## src/rtl/cva_pkg.sv

```systemverilog
// ----------------------------------------------------------------------------
// cva_pkg
// Shared widths, register indexes and types for the chi-squared veto
// accumulator.
// ----------------------------------------------------------------------------
package cva_pkg;

  // sample and register widths
  localparam int SMP_W      = 24;
  localparam int SCALE_W    = 24;
  localparam int INV_W      = 16;
  localparam int FRAC_W     = 16;
  localparam int SUM_W      = 48;
  localparam int CFG_IDX_W  = 2;
  localparam int CFG_DATA_W = 24;

  // difference in units of 2^-16: bin * 2^16 - full * inv, fits 41 bits signed
  localparam int T_W = SMP_W + INV_W + 1;

  // default depth of the queue between front and back
  localparam int QUEUE_DEPTH = 4;

  // register indexes
  localparam logic [CFG_IDX_W-1:0] REG_SCALE = CFG_IDX_W'(0);
  localparam logic [CFG_IDX_W-1:0] REG_INV   = CFG_IDX_W'(1);

  // register reset values
  localparam logic [SCALE_W-1:0] SCALE_RST = SCALE_W'(65536);
  localparam logic [INV_W-1:0]   INV_RST   = INV_W'(4096);

  // one classified item handed from front to back
  typedef struct packed {
    logic signed [T_W-1:0] t_re;
    logic signed [T_W-1:0] t_im;
    logic                  last;
  } item_t;

  // queue status seen by front and back
  typedef struct packed {
    logic full;
    logic not_empty;
  } q_stat_t;

endpackage

```

## src/rtl/cva_front.sv

```systemverilog
// ----------------------------------------------------------------------------
// cva_front
// Input stage: accepts one bin sample per transfer, forms the unscaled
// differences bin * 2^16 - full * inv_bin_count and pushes them to the queue.
// ----------------------------------------------------------------------------
module cva_front
  import cva_pkg::*;
(
  input  logic                    clk,
  input  logic                    rst_n,
  input  logic                    in_valid,
  output logic                    in_stall,
  input  logic signed [SMP_W-1:0] in_full_re,
  input  logic signed [SMP_W-1:0] in_full_im,
  input  logic signed [SMP_W-1:0] in_bin_re,
  input  logic signed [SMP_W-1:0] in_bin_im,
  input  logic                    in_last_bin,
  input  logic [INV_W-1:0]        inv_bin_count,
  input  q_stat_t                 q_stat,
  output logic                    push,
  output item_t                   push_item
);

  logic  f_valid_r, f_valid_nxt;
  item_t item_r, item_nxt;
  logic  accept;
  logic signed [INV_W:0] inv_s;
  logic signed [T_W-1:0] full_re_x;
  logic signed [T_W-1:0] full_im_x;
  logic signed [T_W-1:0] inv_x;

  // handshake: hold while the queue cannot take the staged item
  assign in_stall = f_valid_r & q_stat.full;
  assign accept   = in_valid & ~in_stall;
  assign push     = f_valid_r & ~q_stat.full;
  assign inv_s    = $signed({1'b0, inv_bin_count});

  // operands sign extended to the full difference width
  assign full_re_x = T_W'(in_full_re);
  assign full_im_x = T_W'(in_full_im);
  assign inv_x     = T_W'(inv_s);

  // difference in units of 2^-16
  always_comb begin
    item_nxt.t_re = T_W'($signed({in_bin_re, {FRAC_W{1'b0}}}))
                  - full_re_x * inv_x;
    item_nxt.t_im = T_W'($signed({in_bin_im, {FRAC_W{1'b0}}}))
                  - full_im_x * inv_x;
    item_nxt.last = in_last_bin;
  end

  always_comb begin
    f_valid_nxt = f_valid_r;
    if (accept) begin
      f_valid_nxt = 1'b1;
    end else if (push) begin
      f_valid_nxt = 1'b0;
    end
  end

  always_ff @(posedge clk) begin
    if (!rst_n) begin
      f_valid_r <= 1'b0;
    end else begin
      f_valid_r <= f_valid_nxt;
    end
  end

  always_ff @(posedge clk) begin
    if (accept) begin
      item_r <= item_nxt;
    end
  end

  assign push_item = item_r;

endmodule

```

## config.mk

```make
export PLATFORM = sky130hd
export DESIGN_NAME = cva_front
export DESIGN_NICKNAME = d
export VERILOG_FILES = /design/src/rtl/cva_pkg.sv /design/src/rtl/cva_front.sv
export SDC_FILE = /design/constraint.sdc
export NUM_CORES = 2
export LEC_CHECK = 0
export BUFFER_PORTS_ARGS = -buffer_cell sky130_fd_sc_hd__buf_2
export CAP_MARGIN = 30
export CELL_PAD_IN_SITES_DETAIL_PLACEMENT = 0
export CELL_PAD_IN_SITES_GLOBAL_PLACEMENT = 1
export CORE_ASPECT_RATIO = 1.1
export CORE_MARGIN = 3
export CORE_UTILIZATION = 50
export DETAILED_ROUTE_END_ITERATION = 8
export HOLD_SLACK_MARGIN = 0.05
export MAX_ROUTING_LAYER = met4
export PLACE_DENSITY = 0.89
export SYNTH_ARGS = -nofsm -noshare
export SYNTH_HDL_FRONTEND = slang
export SYNTH_SLANG_ARGS = --single-unit
```

## constraint.sdc

```tcl
create_clock -name clk -period 12.1 [get_ports clk]
set_input_delay 3.63 -clock clk [delete_from_list [all_inputs] [get_ports clk]]
set_output_delay 3.63 -clock clk [all_outputs]
set_load 0.01 [all_outputs]
```

* Word-level counts from Yosys, hierarchy flattened *
Cells that the tools add are included.

operators by class
  $add $sub $neg = 2
  $mul = 2
  divide/modulo/power cells = 0
  order comparisons = 0
  equal/unequal tests = 0
  shift operators = 0
  multiplexer cells = 2
  bitwise logic cells = 5
  reduce and logical (&&, ||, !) cells = 1

operator list
  kind               count
  $mul 24x17->41     2
  $sub 40x41->41     2
  $and 1x1->1        3
  $mux 1             2
  $not 1->1          2
  $reduce_bool 2->1  1

storage, ports and cells
  register bits = 84
  bits in latches = 0
  RAM bits = 0
  memory bits (read-only) = 0
  bits of input ports = 118
  output and inout port bits = 85
  logic and storage cells = 16
  memories kept = 0

* Logic depth before layout (Yosys ltp) *
  word-level depth = 4
  depth in mapped cells = 26
  gate-level depth less buffers = 23

* Worst setup path before layout *
OpenSTA, ideal clock, no wires.

  path type = in2reg
  from = input port inv_bin_count[3]
  to = register item_r (netlist bit push_item[39]) (data pin)
  library setup time = 258 ps
  arrival = 9267 ps
  data required time = 11842 ps
  path slack = 2575 ps
  cell stages on the path = 24
  path buffers = 3
  path through = clkbuf_1 -> clkbuf_1 -> nand2_1 -> fa_1 -> inv_1 -> fa_1 -> fa_1 -> inv_1 -> fa_1 -> fa_1 -> inv_1 -> fa_1 -> inv_1 -> ha_1 -> buf_6 -> a21oi_2 -> o21ai_1 -> a2111oi_2 -> a21oi_1 -> nor3b_1 -> o31ai_2 -> a21o_1 -> a21oi_2 -> xnor2_1

RTL lines
  element                 line             text
  start: declaration      cva_front.sv:18  input logic [INV_W-1:0] inv_bin_count,
  end signal: assignment  cva_front.sv:71  item_r <= item_nxt;
  end: declaration        cva_front.sv:25  item_t item_r, item_nxt;

==> impl_results.md <==
- Status: finished, final reports clean
- Synthesized instance count: between 3,000 and 4,000
- CP Data Arrival Time: 10.60 ns
- Hold WC Path Type: reg2reg
- Hold EP: f_valid_r
- Async SR Flop Fraction: 0%
- WL final: 78.4 mm
- Ports: 203
- Grt ovf: 0
- Top-count cell post-synth: inv_1
- Initial antenna violation count: 5
- Netlist cell types: 67
- CP Cell Sequence: buf_2, buf_4, nand2_1, fa_1, inv_1, fa_1, fa_1, inv_1, fa_1, fa_1, inv_1, fa_1, inv_1, ha_1, nand3_1, and3b_1, nor4b_1, o311ai_0, nand3_1, and3_1, a211o_1
- F_max: roughly 96 MHz
- DRC viols: 0
- Setup TNS: 0 ns
- Syn Area/Cell: between 9 and 10 um2
- Delay-heaviest family, CP: adder cells
- Least-Margin Pin Slew: approximately 1 ns
- First-pass iteration count of the detailed router: 5
- CP bufs+invs: 6
- Via-to-Cell Ratio: 5.14
- Synthesis-to-finish area growth: 6.25%
- ANT nets after route: 0
- Final Max Tran Viols: 0
- Post-CTS setup buffer count: 0
- CP Data Required Time: around 12 ns
- Crit start category: input pin
- First-pass GRT wire length: between 100 and 150 mm
- Worst R2R Start: f_valid_r
- Worst skew pair latency: ~0.40 ns
- Chip Height: ~280 um
- Layout cell share with drive strength beyond 1: around 7.1%
- Placer Congestion: 0.889
- Vias in the first global route: around 26,000
- PostCTS Resize Cnt: 0
- Hold buffers post-CTS: 0
- Vias after detailed routing: approximately 23,000
- DR WL/cell: roughly 17 um
- Post-synth EDFFs: 83
- Largest area contributor in the netlist: fa_1
- Seq cells post-synth: 84
- Hold path depth: 2
- Slowest stage delay, CP: around 0.77 ns
- Top-area cell type share of the netlist area: 48.1%
- Post-Syn Area: between 30,000 and 40,000 um2
- Largest net degree at the start of global routing: 51
- Area of the core: approximately 65,000 um2
- CP Class: in2reg
- Die X: around 250 um
- Row cnt: 98
- DR iter-0 viols: ~1,200
- Final setup vio count: 0
- Final Core Density: 53.8%
- CTS max path bufs: 2
- Nets@finish: between 4,000 and 5,000
- Top post-synthesis cells by area: fa_1 (48%), inv_1 (12%), ha_1 (8.7%), edfxtp_1 (7.5%), and2_1 (7.5%)
- Crit Reg-Reg Endpoint: push_item[71]
- Reg-to-reg slack, setup: around 10 ns
- Unrepaired setup endpoints after global routing: no
- Crit path time final: 10.45 ns
- Die Footprint: between 60,000 and 70,000 um2
- CP Max Fanout: 29
- Number of max-cap violations: 0
- I/O Buffers: around 200
- Post-Syn Nets: roughly 4,700
- H-tree levels: 3
- Post-synth top cells: inv_1 (1,073), fa_1 (794), nand2_1 (421)
- TritonCTS clock tree: yes
- Hold Vio Cnt, Final: 0
- Crit path capture type: register
- Seq/Total Area, Yosys: 7.61%
- Critical-path top delay cell: o311ai_0
- Skew final: ~0.012 ns
- Worst hold path startpoint: f_valid_r
- Period utilisation layout: 86.3%
- Initial core utilization: between 50% and 60%
- Crit path top cell by count: fa_1
- R2R cell count: 4
- Total GRT Usage: between 20% and 30%
- Slew margin rel.: between 30% and 40%
- Main synth FF type: edfxtp_1
- DP HPWL: ~63 mm
- Reg clk slew, reported paths: ~0.080 ns
- Crit path depth: 21
- Clock Tree Root: clkbuf_16
- CTS Buf Count: 9
- Clock Sinks: 84
- Yosys Warn Count: 0
[registers in the layout, summed over array words and instances (netlist names)]
register / count
f_valid_r: 1
push_item: 83
[cells in the final DEF (no fill, tap or decap), types with 28 or more instances in the layout]
| master | Yosys | routed |
|---|---|---|
| xnor2_1 | 60 | 60 |
| and2_1 | 395 | 395 |
| a21oi_1 | 79 | 79 |
| buf_2 | 3 | 201 |
| nor2_1 | 48 | 48 |
| ha_1 | 230 | 230 |
| fa_1 | 794 | 794 |
| o21ai_0 | 28 | 28 |
| nand2_1 | 421 | 421 |
| edfxtp_1 | 83 | 83 |
| inv_1 | 1073 | 1073 |
| a21o_1 | 42 | 42 |
[cells by family after synthesis]
| logic type | synth area share, % |
|---|---|
| buffers and inverters | 13.9 |
| DFF | 7.61 |
| xor gates and xnor gates | 2.23 |
| AOI/OAI and AO/OA | 4.92 |
| muxes | 0.0303 |
| adders and majority gates | 56.9 |
| and+or+nand+nor | 14.4 |
[metal layers]
| metal | track usage (%) | wire, um |
|---|---|---|
| met1 | 29.9 | 31400 |
| met2 | 44.4 | 41400 |
| met3 | 2.53 | 3580 |
| met4 | 7.25 | 2120 |
| met5 | - | 0 |
[worst min-delay path, cell delays in order (launching register included)]
cell and delay (ns):
dfxtp_1 0.32, and2_1 0.20, o21a_1 0.12
[per-stage QoR]
stage               instance area, um2  hold slack [ns]  std cells  worst slack (ns)
floorplan                        33000            0.631       3605              2.58
detailed placement               34700            0.654       4529              1.34
CTS                              35000            0.668       4545              1.75
global route                     35100            0.710       4551              1.32
global placement                 34700            0.637       4527              1.38
finish                           35100            0.667       4551              1.65
[area by class of cell]
class,count,area (um2)
tap,850,1060
inverter,1073,4030
antenna,5,12.5
timing repair buffer,223,1220
multi-input combinational,2300,25900
sequential,84,2510
clock buffer,9,225
fill,6055,30200
clock inverter,7,104
[how the worst max path moves through the flow]
stage                           startpoint       endpoint  slack, ns
after floorplan           inv_bin_count[3]  push_item[39]       2.58
after global placement    inv_bin_count[6]  push_item[82]       1.38
after detailed placement  inv_bin_count[6]  push_item[82]       1.34
after CTS                 inv_bin_count[6]  push_item[82]       1.75
after global routing      inv_bin_count[6]  push_item[81]       1.32
final                     inv_bin_count[6]  push_item[82]       1.65
Power is left out: the tool's default activity adds up to more than one toggle a clock period on the data nets, which glitch-free logic cannot reach.
